$ cat config.mk
export PLATFORM = sky130hd
export DESIGN_NAME = block_rms_level_meter
export DESIGN_NICKNAME = d
export VERILOG_FILES = /design/src/rtl/rmslm_pkg.sv /design/src/rtl/block_rms_level_meter.sv /design/src/rtl/rmslm_ctrl.sv /design/src/rtl/rmslm_dp.sv
export SDC_FILE = /design/constraint.sdc
export NUM_CORES = 1
export LEC_CHECK = 0
export ABC_CLOCK_PERIOD_IN_PS = 9000
export BUFFER_PORTS_ARGS = -buffer_cell sky130_fd_sc_hd__buf_2
export CAP_MARGIN = 0
export CORE_MARGIN = 2
export CORE_UTILIZATION = 65
export DETAILED_ROUTE_END_ITERATION = 6
export PLACE_DENSITY = 0.82
export SYNTH_ARGS = -nofsm -noshare
export SYNTH_HDL_FRONTEND = slang
export SYNTH_SLANG_ARGS = --single-unit
$ cat constraint.sdc
create_clock -name i_clk -period 9 [get_ports i_clk]
set_input_delay 1.8 -clock i_clk [delete_from_list [all_inputs] [get_ports i_clk]]
set_output_delay 1.8 -clock i_clk [all_outputs]
set_load 0.005 [all_outputs]
$ cat src/rtl/rmslm_pkg.sv
// rms level meter package: widths, register indexes, reset values and
// the controller/datapath command and status types; no dependencies
package rmslm_pkg;

    localparam int IN_W        = 12;
    localparam int SAMPLE_BITS = 12;
    localparam int MEAS_W      = (SAMPLE_BITS < IN_W) ? SAMPLE_BITS : IN_W;
    localparam int SQ_W        = 2 * MEAS_W;
    localparam int SUM_W       = 32;
    localparam int CNT_W       = 8;
    localparam int REF_W       = 13;
    localparam int OUT_W       = 17;
    localparam int MEAN_SHIFT  = 8;
    localparam int RAD_W       = SUM_W + MEAN_SHIFT;
    localparam int ROOT_W      = RAD_W / 2;
    localparam int REM_W       = ROOT_W + 2;
    localparam int PROD_W      = ROOT_W + REF_W;
    localparam int STEP_W      = $clog2(SUM_W + 1);
    localparam int DIV_STEPS   = SUM_W;
    localparam int SQRT_STEPS  = ROOT_W;

    localparam int CFG_IDX_W  = 2;
    localparam int CFG_DATA_W = 13;

    localparam logic [CFG_IDX_W-1:0] CFG_CHANNEL_SELECT = 2'd0;
    localparam logic [CFG_IDX_W-1:0] CFG_WINDOW_LENGTH  = 2'd1;
    localparam logic [CFG_IDX_W-1:0] CFG_REFERENCE_MV   = 2'd2;

    localparam logic             RST_CHANNEL_SELECT = 1'b1;
    localparam logic [CNT_W-1:0] RST_WINDOW_LENGTH  = 8'd100;
    localparam logic [REF_W-1:0] RST_REFERENCE_MV   = 13'd3300;

    localparam logic [OUT_W-1:0] OUT_MAX = '1;

    typedef struct packed {
        logic accept;
        logic acc;
        logic div_step;
        logic sqrt_load;
        logic sqrt_step;
        logic mul;
        logic out_load;
    } t_cmd;

    typedef struct packed {
        logic win_end;
        logic out_free;
    } t_sts;

endpackage

$ cat src/rtl/block_rms_level_meter.sv
// windowed rms level meter top level: controller plus datapath
// an item that does not close the window is accumulated, then the block
// returns to idle; the closing item is followed by 32 divide steps and 20
// square root steps, a scaling step and the result load, which waits while
// the previous result is held; no new item is taken until back in idle
// reset: synchronous active low, clears sum, count and result valid, loads
// register defaults
module block_rms_level_meter import rmslm_pkg::*; (
    input  logic                  i_clk,
    input  logic                  i_rst_n,
    input  logic                  i_cfg_we,
    input  logic [CFG_IDX_W-1:0]  i_cfg_index,
    input  logic [CFG_DATA_W-1:0] i_cfg_wdata,
    input  logic                  i_in_valid,
    output logic                  o_in_stall,
    input  logic [IN_W-1:0]       i_sample_first,
    input  logic [IN_W-1:0]       i_sample_second,
    output logic                  o_out_valid,
    input  logic                  i_out_stall,
    output logic [OUT_W-1:0]      o_rms_sixteenth_mv
);

    t_cmd cmd;
    t_sts sts;

    rmslm_ctrl u_ctrl (
        .i_clk      (i_clk),
        .i_rst_n    (i_rst_n),
        .i_in_valid (i_in_valid),
        .o_in_stall (o_in_stall),
        .i_sts      (sts),
        .o_cmd      (cmd)
    );

    rmslm_dp u_dp (
        .i_clk              (i_clk),
        .i_rst_n            (i_rst_n),
        .i_cfg_we           (i_cfg_we),
        .i_cfg_index        (i_cfg_index),
        .i_cfg_wdata        (i_cfg_wdata),
        .i_sample_first     (i_sample_first),
        .i_sample_second    (i_sample_second),
        .i_out_stall        (i_out_stall),
        .i_cmd              (cmd),
        .o_sts              (sts),
        .o_out_valid        (o_out_valid),
        .o_rms_sixteenth_mv (o_rms_sixteenth_mv)
    );

`ifndef ASSERT_OFF
    a_accept_then_busy: assert property (@(posedge i_clk) disable iff (!i_rst_n)
        (i_in_valid && !o_in_stall) |=> o_in_stall)
        else $error("block took a second item right after one");

    a_load_when_free: assert property (@(posedge i_clk) disable iff (!i_rst_n)
        cmd.out_load |-> (!o_out_valid || !i_out_stall))
        else $error("result loaded over a held result");

    a_one_unit: assert property (@(posedge i_clk) disable iff (!i_rst_n)
        !(cmd.div_step && cmd.sqrt_step))
        else $error("divider and square root stepped together");

    a_load_then_valid: assert property (@(posedge i_clk) disable iff (!i_rst_n)
        cmd.out_load |=> o_out_valid)
        else $error("result register not valid after load");
`endif

endmodule

$ cat src/rtl/rmslm_ctrl.sv
// rms level meter controller: one-hot sequencer for accumulate, divide,
// square root and scaling steps; depends on rmslm_pkg
module rmslm_ctrl import rmslm_pkg::*; (
    input  logic i_clk,
    input  logic i_rst_n,
    input  logic i_in_valid,
    output logic o_in_stall,
    input  t_sts i_sts,
    output t_cmd o_cmd
);

    typedef enum logic [6:0] {
        S_IDLE = 7'b0000001,
        S_ACC  = 7'b0000010,
        S_DIV  = 7'b0000100,
        S_SQL  = 7'b0001000,
        S_SQRT = 7'b0010000,
        S_MUL  = 7'b0100000,
        S_DONE = 7'b1000000
    } t_state;

    t_state r_state, n_state;
    logic [STEP_W-1:0] r_step, n_step;

    always_comb begin
        n_state = r_state;
        n_step  = r_step;
        o_cmd   = '0;
        unique case (r_state)
            S_IDLE: begin
                if (i_in_valid) begin
                    o_cmd.accept = 1'b1;
                    n_state      = S_ACC;
                end
            end
            S_ACC: begin
                o_cmd.acc = 1'b1;
                if (i_sts.win_end) begin
                    n_state = S_DIV;
                    n_step  = STEP_W'(DIV_STEPS - 1);
                end else begin
                    n_state = S_IDLE;
                end
            end
            S_DIV: begin
                o_cmd.div_step = 1'b1;
                n_step         = r_step - 1'b1;
                if (r_step == '0) begin
                    n_state = S_SQL;
                end
            end
            S_SQL: begin
                o_cmd.sqrt_load = 1'b1;
                n_state         = S_SQRT;
                n_step          = STEP_W'(SQRT_STEPS - 1);
            end
            S_SQRT: begin
                o_cmd.sqrt_step = 1'b1;
                n_step          = r_step - 1'b1;
                if (r_step == '0) begin
                    n_state = S_MUL;
                end
            end
            S_MUL: begin
                o_cmd.mul = 1'b1;
                n_state   = S_DONE;
            end
            S_DONE: begin
                if (i_sts.out_free) begin
                    o_cmd.out_load = 1'b1;
                    n_state        = S_IDLE;
                end
            end
            default: begin
                n_state = S_IDLE;
            end
        endcase
    end

    assign o_in_stall = (r_state != S_IDLE);

    always_ff @(posedge i_clk) begin
        if (!i_rst_n) begin
            r_state <= S_IDLE;
            r_step  <= '0;
        end else begin
            r_state <= n_state;
            r_step  <= n_step;
        end
    end

endmodule

$ cat src/rtl/rmslm_dp.sv
// rms level meter datapath: config registers, square and accumulate,
// bit-serial divider, digit-serial square root, scaling and result register
// depends on rmslm_pkg
module rmslm_dp import rmslm_pkg::*; (
    input  logic                  i_clk,
    input  logic                  i_rst_n,
    input  logic                  i_cfg_we,
    input  logic [CFG_IDX_W-1:0]  i_cfg_index,
    input  logic [CFG_DATA_W-1:0] i_cfg_wdata,
    input  logic [IN_W-1:0]       i_sample_first,
    input  logic [IN_W-1:0]       i_sample_second,
    input  logic                  i_out_stall,
    input  t_cmd                  i_cmd,
    output t_sts                  o_sts,
    output logic                  o_out_valid,
    output logic [OUT_W-1:0]      o_rms_sixteenth_mv
);

    logic             r_chan;
    logic [CNT_W-1:0] r_win;
    logic [REF_W-1:0] r_ref;

    logic [SQ_W-1:0]   r_sq;
    logic [SUM_W-1:0]  r_sum;
    logic [CNT_W-1:0]  r_taken;
    logic [SUM_W-1:0]  r_quo;
    logic [CNT_W-1:0]  r_rem;
    logic [CNT_W-1:0]  r_div;
    logic [RAD_W-1:0]  r_rad;
    logic [REM_W-1:0]  r_srem;
    logic [ROOT_W-1:0] r_root;
    logic [PROD_W-1:0] r_prod;
    logic              r_out_valid;
    logic [OUT_W-1:0]  r_out_data;

    logic [IN_W-1:0]   sel_sample;
    logic [MEAS_W-1:0] meas;
    logic [SUM_W:0]    sum_ext;
    logic [SUM_W-1:0]  sum_sat;
    logic [CNT_W:0]    cnt_next;
    logic [CNT_W:0]    win_ext;
    logic              win_end;
    logic [CNT_W:0]    div_trial;
    logic [CNT_W:0]    div_diff;
    logic              div_ge;
    logic [REM_W+1:0]  sq_trial;
    logic [REM_W+1:0]  sq_base;
    logic [REM_W+1:0]  sq_diff;
    logic              sq_ge;
    logic [PROD_W-1:0] level;
    logic [OUT_W-1:0]  level_sat;

    // config registers
    always_ff @(posedge i_clk) begin
        if (!i_rst_n) begin
            r_chan <= RST_CHANNEL_SELECT;
            r_win  <= RST_WINDOW_LENGTH;
            r_ref  <= RST_REFERENCE_MV;
        end else if (i_cfg_we) begin
            unique case (i_cfg_index)
                CFG_CHANNEL_SELECT: r_chan <= i_cfg_wdata[0];
                CFG_WINDOW_LENGTH:  r_win  <= i_cfg_wdata[CNT_W-1:0];
                CFG_REFERENCE_MV:   r_ref  <= i_cfg_wdata[REF_W-1:0];
                default: ;
            endcase
        end
    end

    assign sel_sample = r_chan ? i_sample_second : i_sample_first;
    assign meas       = sel_sample[MEAS_W-1:0];

    // accumulate and window check
    assign sum_ext  = {1'b0, r_sum} + (SUM_W + 1)'(r_sq);
    assign sum_sat  = sum_ext[SUM_W] ? '1 : sum_ext[SUM_W-1:0];
    assign cnt_next = {1'b0, r_taken} + 1'b1;
    assign win_ext  = (r_win == '0) ? (CNT_W + 1)'(1) : {1'b0, r_win};
    assign win_end  = !(cnt_next < win_ext);

    // restoring divide, one quotient bit per step
    assign div_trial = {r_rem, r_quo[SUM_W-1]};
    assign div_ge    = (div_trial >= {1'b0, r_div});
    assign div_diff  = div_trial - {1'b0, r_div};

    // square root, two radicand bits per step
    assign sq_base  = {r_srem, r_rad[RAD_W-1 -: 2]};
    assign sq_trial = (REM_W + 2)'({r_root, 2'b01});
    assign sq_ge    = (sq_base >= sq_trial);
    assign sq_diff  = sq_base - sq_trial;

    assign level     = r_prod >> SAMPLE_BITS;
    assign level_sat = (level > PROD_W'(OUT_MAX)) ? OUT_MAX : level[OUT_W-1:0];

    always_ff @(posedge i_clk) begin
        if (!i_rst_n) begin
            r_sum   <= '0;
            r_taken <= '0;
        end else if (i_cmd.acc) begin
            if (win_end) begin
                r_sum   <= '0;
                r_taken <= '0;
            end else begin
                r_sum   <= sum_sat;
                r_taken <= cnt_next[CNT_W-1:0];
            end
        end
    end

    always_ff @(posedge i_clk) begin
        if (i_cmd.accept) begin
            r_sq <= meas * meas;
        end
        if (i_cmd.acc) begin
            r_quo <= sum_sat;
            r_div <= cnt_next[CNT_W-1:0];
            r_rem <= '0;
        end else if (i_cmd.div_step) begin
            r_quo <= {r_quo[SUM_W-2:0], div_ge};
            r_rem <= div_ge ? div_diff[CNT_W-1:0] : div_trial[CNT_W-1:0];
        end
        if (i_cmd.sqrt_load) begin
            r_rad  <= {r_quo, MEAN_SHIFT'(0)};
            r_srem <= '0;
            r_root <= '0;
        end else if (i_cmd.sqrt_step) begin
            r_rad  <= r_rad << 2;
            r_srem <= sq_ge ? sq_diff[REM_W-1:0] : sq_base[REM_W-1:0];
            r_root <= {r_root[ROOT_W-2:0], sq_ge};
        end
        if (i_cmd.mul) begin
            r_prod <= r_root * r_ref;
        end
        if (i_cmd.out_load) begin
            r_out_data <= level_sat;
        end
    end

    // result register
    always_ff @(posedge i_clk) begin
        if (!i_rst_n) begin
            r_out_valid <= 1'b0;
        end else if (i_cmd.out_load) begin
            r_out_valid <= 1'b1;
        end else if (!i_out_stall) begin
            r_out_valid <= 1'b0;
        end
    end

    assign o_sts.win_end       = win_end;
    assign o_sts.out_free      = !r_out_valid || !i_out_stall;
    assign o_out_valid         = r_out_valid;
    assign o_rms_sixteenth_mv  = r_out_data;

endmodule
==> results.toml <==
[die]
die-area_um2 = 38800
start_util_pct = 66.1
coreArea_um2 = 36600
std_cell_rows = 70
dieHeight_um = 197
num_io_pins = 63
die_w_um = 197

[setup_path]
crit_path_end_kind = "register"
regToRegSetupSlack_ns = 1.80
worst-path-max-fanout = 7
start_kind = "primary input"
cp_top_family = "adder cells"
arrival_ns = 7.77
crit_path_cell_trace = "buf_2 > mux2i_1 > or2_2 > inv_1 > fa_1 > fa_1 > inv_1 > fa_1 > inv_1 > fa_1 > inv_1 > fa_1 > inv_1 > ha_1 > or4_1 > o21bai_1 > a311oi_1 > o21ai_1 > a31oi_1 > o21ai_1 > a21oi_1 > xnor2_1"
critPathMaxStageDelay_ns = 0.55
critPathSlowestCell = "or4_1"
worstSetupPathType = "primary input to register"
cp.buffers_inverters = 6
cp.required_ns = 9.33

[cts]
clk_latency_ns = 0.59
cts_sinks = 259
cts_tree = "yes"
clk_pin_slew_worst_paths_ns = 0.06
clk_path_buf_depth = 3
clockRootBuffer = "clkbuf_16"
hold_buffers = 0
cts_resized = 0
postCtsSetupBuffers = 0
numCtsBuffers = 30
cts_max_level = 1

[drt]
drt_iter0_drc = 1409
viasPerCell = 5.87
drc = 0
postRouteAntennaNets = 0
post_drt_wl_per_cell_um = 17.5
firstDrtPassIters = 6
vias = 18700
wirelength_um = 55500

[sta]
tns_ns = 0
min_period_ns = 7.43
setup_ws_ns = 1.57
fmaxAchievable_ghz = 0.135
final-setup-viol-count = 0
fin_crit_sh_pct = 82.6
clock-skew-final_ns = 0.00839
hold_violations = 0
worst_pin_slew_ns = 1.15
relSlewSlack_pct = 23.0
finalMaxSlewViolations = 0
rsz0062_at_grt = "false"
whs_ns = 0.458

[layout]
fillerInstances = 2726
regArea_um2 = 6520
final_core_util_pct = 70.8
nNetsFinal = 3200
antenna-diode-count = 0
area_delta_synth_final_pct = 7.02
drive_gt1_share_pct = 6.31
multi_input_area_um2 = 15700

[placed_design]
preCtsSetupSlack_ns = 1.00
dp_hpwl_um = 41400
place.gp.congestion = 0.912
portBuffers = 62

[synth]
syn_inst = 2682
avgSynthCellArea_um2 = 9.03
synth_enable_flop_cells = 133
ys_top_cells_by_area = "fa_1, edfxtp_1, dfxtp_1"
async_flop_share_pct = 0
synthFlopType = "edfxtp_1"
yosysMostFrequentCell = "nand2_1"
synth_area_um2 = 24200
synth_seq_cells = 259
synth_fp_nets = 3194
synth_common_cells = "nand2_1, inv_1, fa_1, ha_1, nor2_1"
synth.distinct_cells = 73
yosysTopAreaCell = "fa_1"
synth-seq-area-share_pct = 26.9
yosysTopAreaCellShare_pct = 22.8
yosys_warnings = 0

[pwr]
clkPwrFrac_pct = 14.8
p_per_area_nw_per_um2 = 331
p_seq_share_pct = 20.0
p_leak_nw = 12.5
ir_worst_vdd_mv = 0.652
p_sw_mw = 3.69
p_total_mw = 8.56
intPower_mw = 4.87
switching_share_pct = 43.1
combinationalPowerShare_pct = 65.2

[global_route]
grt_overflow = 0
grt_pass1_vias = 19500
grt_pass1_wl_um = 93300
grt_use_total_pct = 29.9
grt_max_degree = 83
antenna_found_initial = 0

[run_status]
status = "complete, no violations"

[min_path]
hp-class = "register to register"

[job]
maxCapViolations = 0
==> area by class of cell <==
cell class | instances | area share [%]
Tap cell | 468 | 2.26
Clock buffer | 42 | 3.43
Sequential cell | 259 | 25.2
Multi-Input combinational cell | 1891 | 60.7
Timing Repair Buffer | 82 | 1.78
Clock inverter | 14 | 0.584
Inverter | 424 | 6.14
==> logic make-up after synthesis <==
family | count (synthesis) | share of synthesized area (%)
AOI/OAI and AO/OA | 392 | 10.4
DFF | 259 | 26.9
and+or+nand+nor | 904 | 16.8
xor gates and xnor gates | 92 | 3.33
adders and majority gates | 468 | 32.7
muxes | 35 | 1.50
buffers and inverters | 532 | 8.27
==> final timing paths <==
path               endpoint  cells past startpoint               start
min reg2reg  u_dp.r_sum[21]                      2      u_dp.r_sum[21]
max reg2reg   u_dp.r_sq[23]                     21         u_dp.r_chan
max           u_dp.r_sq[23]                     22  i_sample_second[4]
min          u_dp.r_sum[21]                      2      u_dp.r_sum[21]
==> through the flow <==
stage	instance area, um^2	instances
after floorplan	24200	2682
after detailed placement	24900	3124
final	25900	3180
after global placement	24900	3124
after global routing	25900	3180
after CTS	25900	3180
==> power groups by stage <==
stage	Sequential (mW)	Clock, mW	Combinational, mW
6_report	1.72	1.26	5.58
5_1_grt	1.72	1.32	6.38
4_1_cts	1.71	1.27	5.61
3_5_place_dp	1.74	0	5.54
3_3_place_gp	1.74	0	5.27
2_1_floorplan	1.69	0	4.46
==> tightest hold or removal path, cell delays in order (launching register included) <==
cell,delay (ns)
dfxtp_1,0.31
nand2_1,0.05
o21ai_1,0.05
==> metal layers <==
layer  GRT usage [%]  up-vias  routed length, um
li1                -     8665                  -
met1            36.8     9209              21700
met2            54.1      659              28300
met3            3.66      147               3580
met4            10.8        0               1920
met5               0        -                  0
==> flip-flops by register name, indices dropped and copies added (netlist names) <==
signal                   count
u_dp.r_ref                  13
u_dp.r_chan                  1
u_dp.r_quo                  32
u_dp.r_rad                  32
u_dp.r_root                 20
u_dp.r_taken                 8
u_dp.r_sq                   23
u_dp.r_rem                   8
u_dp.o_rms_sixteenth_mv     17
u_ctrl.r_step                6
u_dp.o_out_valid             1
u_ctrl.r_state               7
u_dp.r_srem                 22
u_dp.r_sum                  32
u_dp.r_win                   8
u_dp.r_prod                 21
u_dp.r_div                   8
==> cell usage in the layout (no fill, tap or decap), drive strengths merged, types with 6 or more instances in the layout <==
cell,netlist,routed
nand2,423,423
inv,421,423
nor3,40,40
o21ai,115,115
nand4,13,13
fa,276,276
xor2,26,26
nor2b,12,12
a2bb2oi,6,6
a31oi,18,18
a22o,11,11
a211oi,15,15
ha,192,192
mux2i,25,25
o21bai,9,9
dfxtp,126,126
o31ai,10,10
nand3b,10,10
mux2,10,10
buf,9,82
or2,11,11
nor4,8,8
a21o,37,37
nand2b,27,27
clkbuf,99,42
a21oi,95,95
and3,16,16
o21a,20,20
xnor2,66,66
clkinv,3,12
edfxtp,133,133
and2,104,104
nand3,37,37
o22ai,19,19
nor2,186,186
Power figures use the tool's default switching activity.
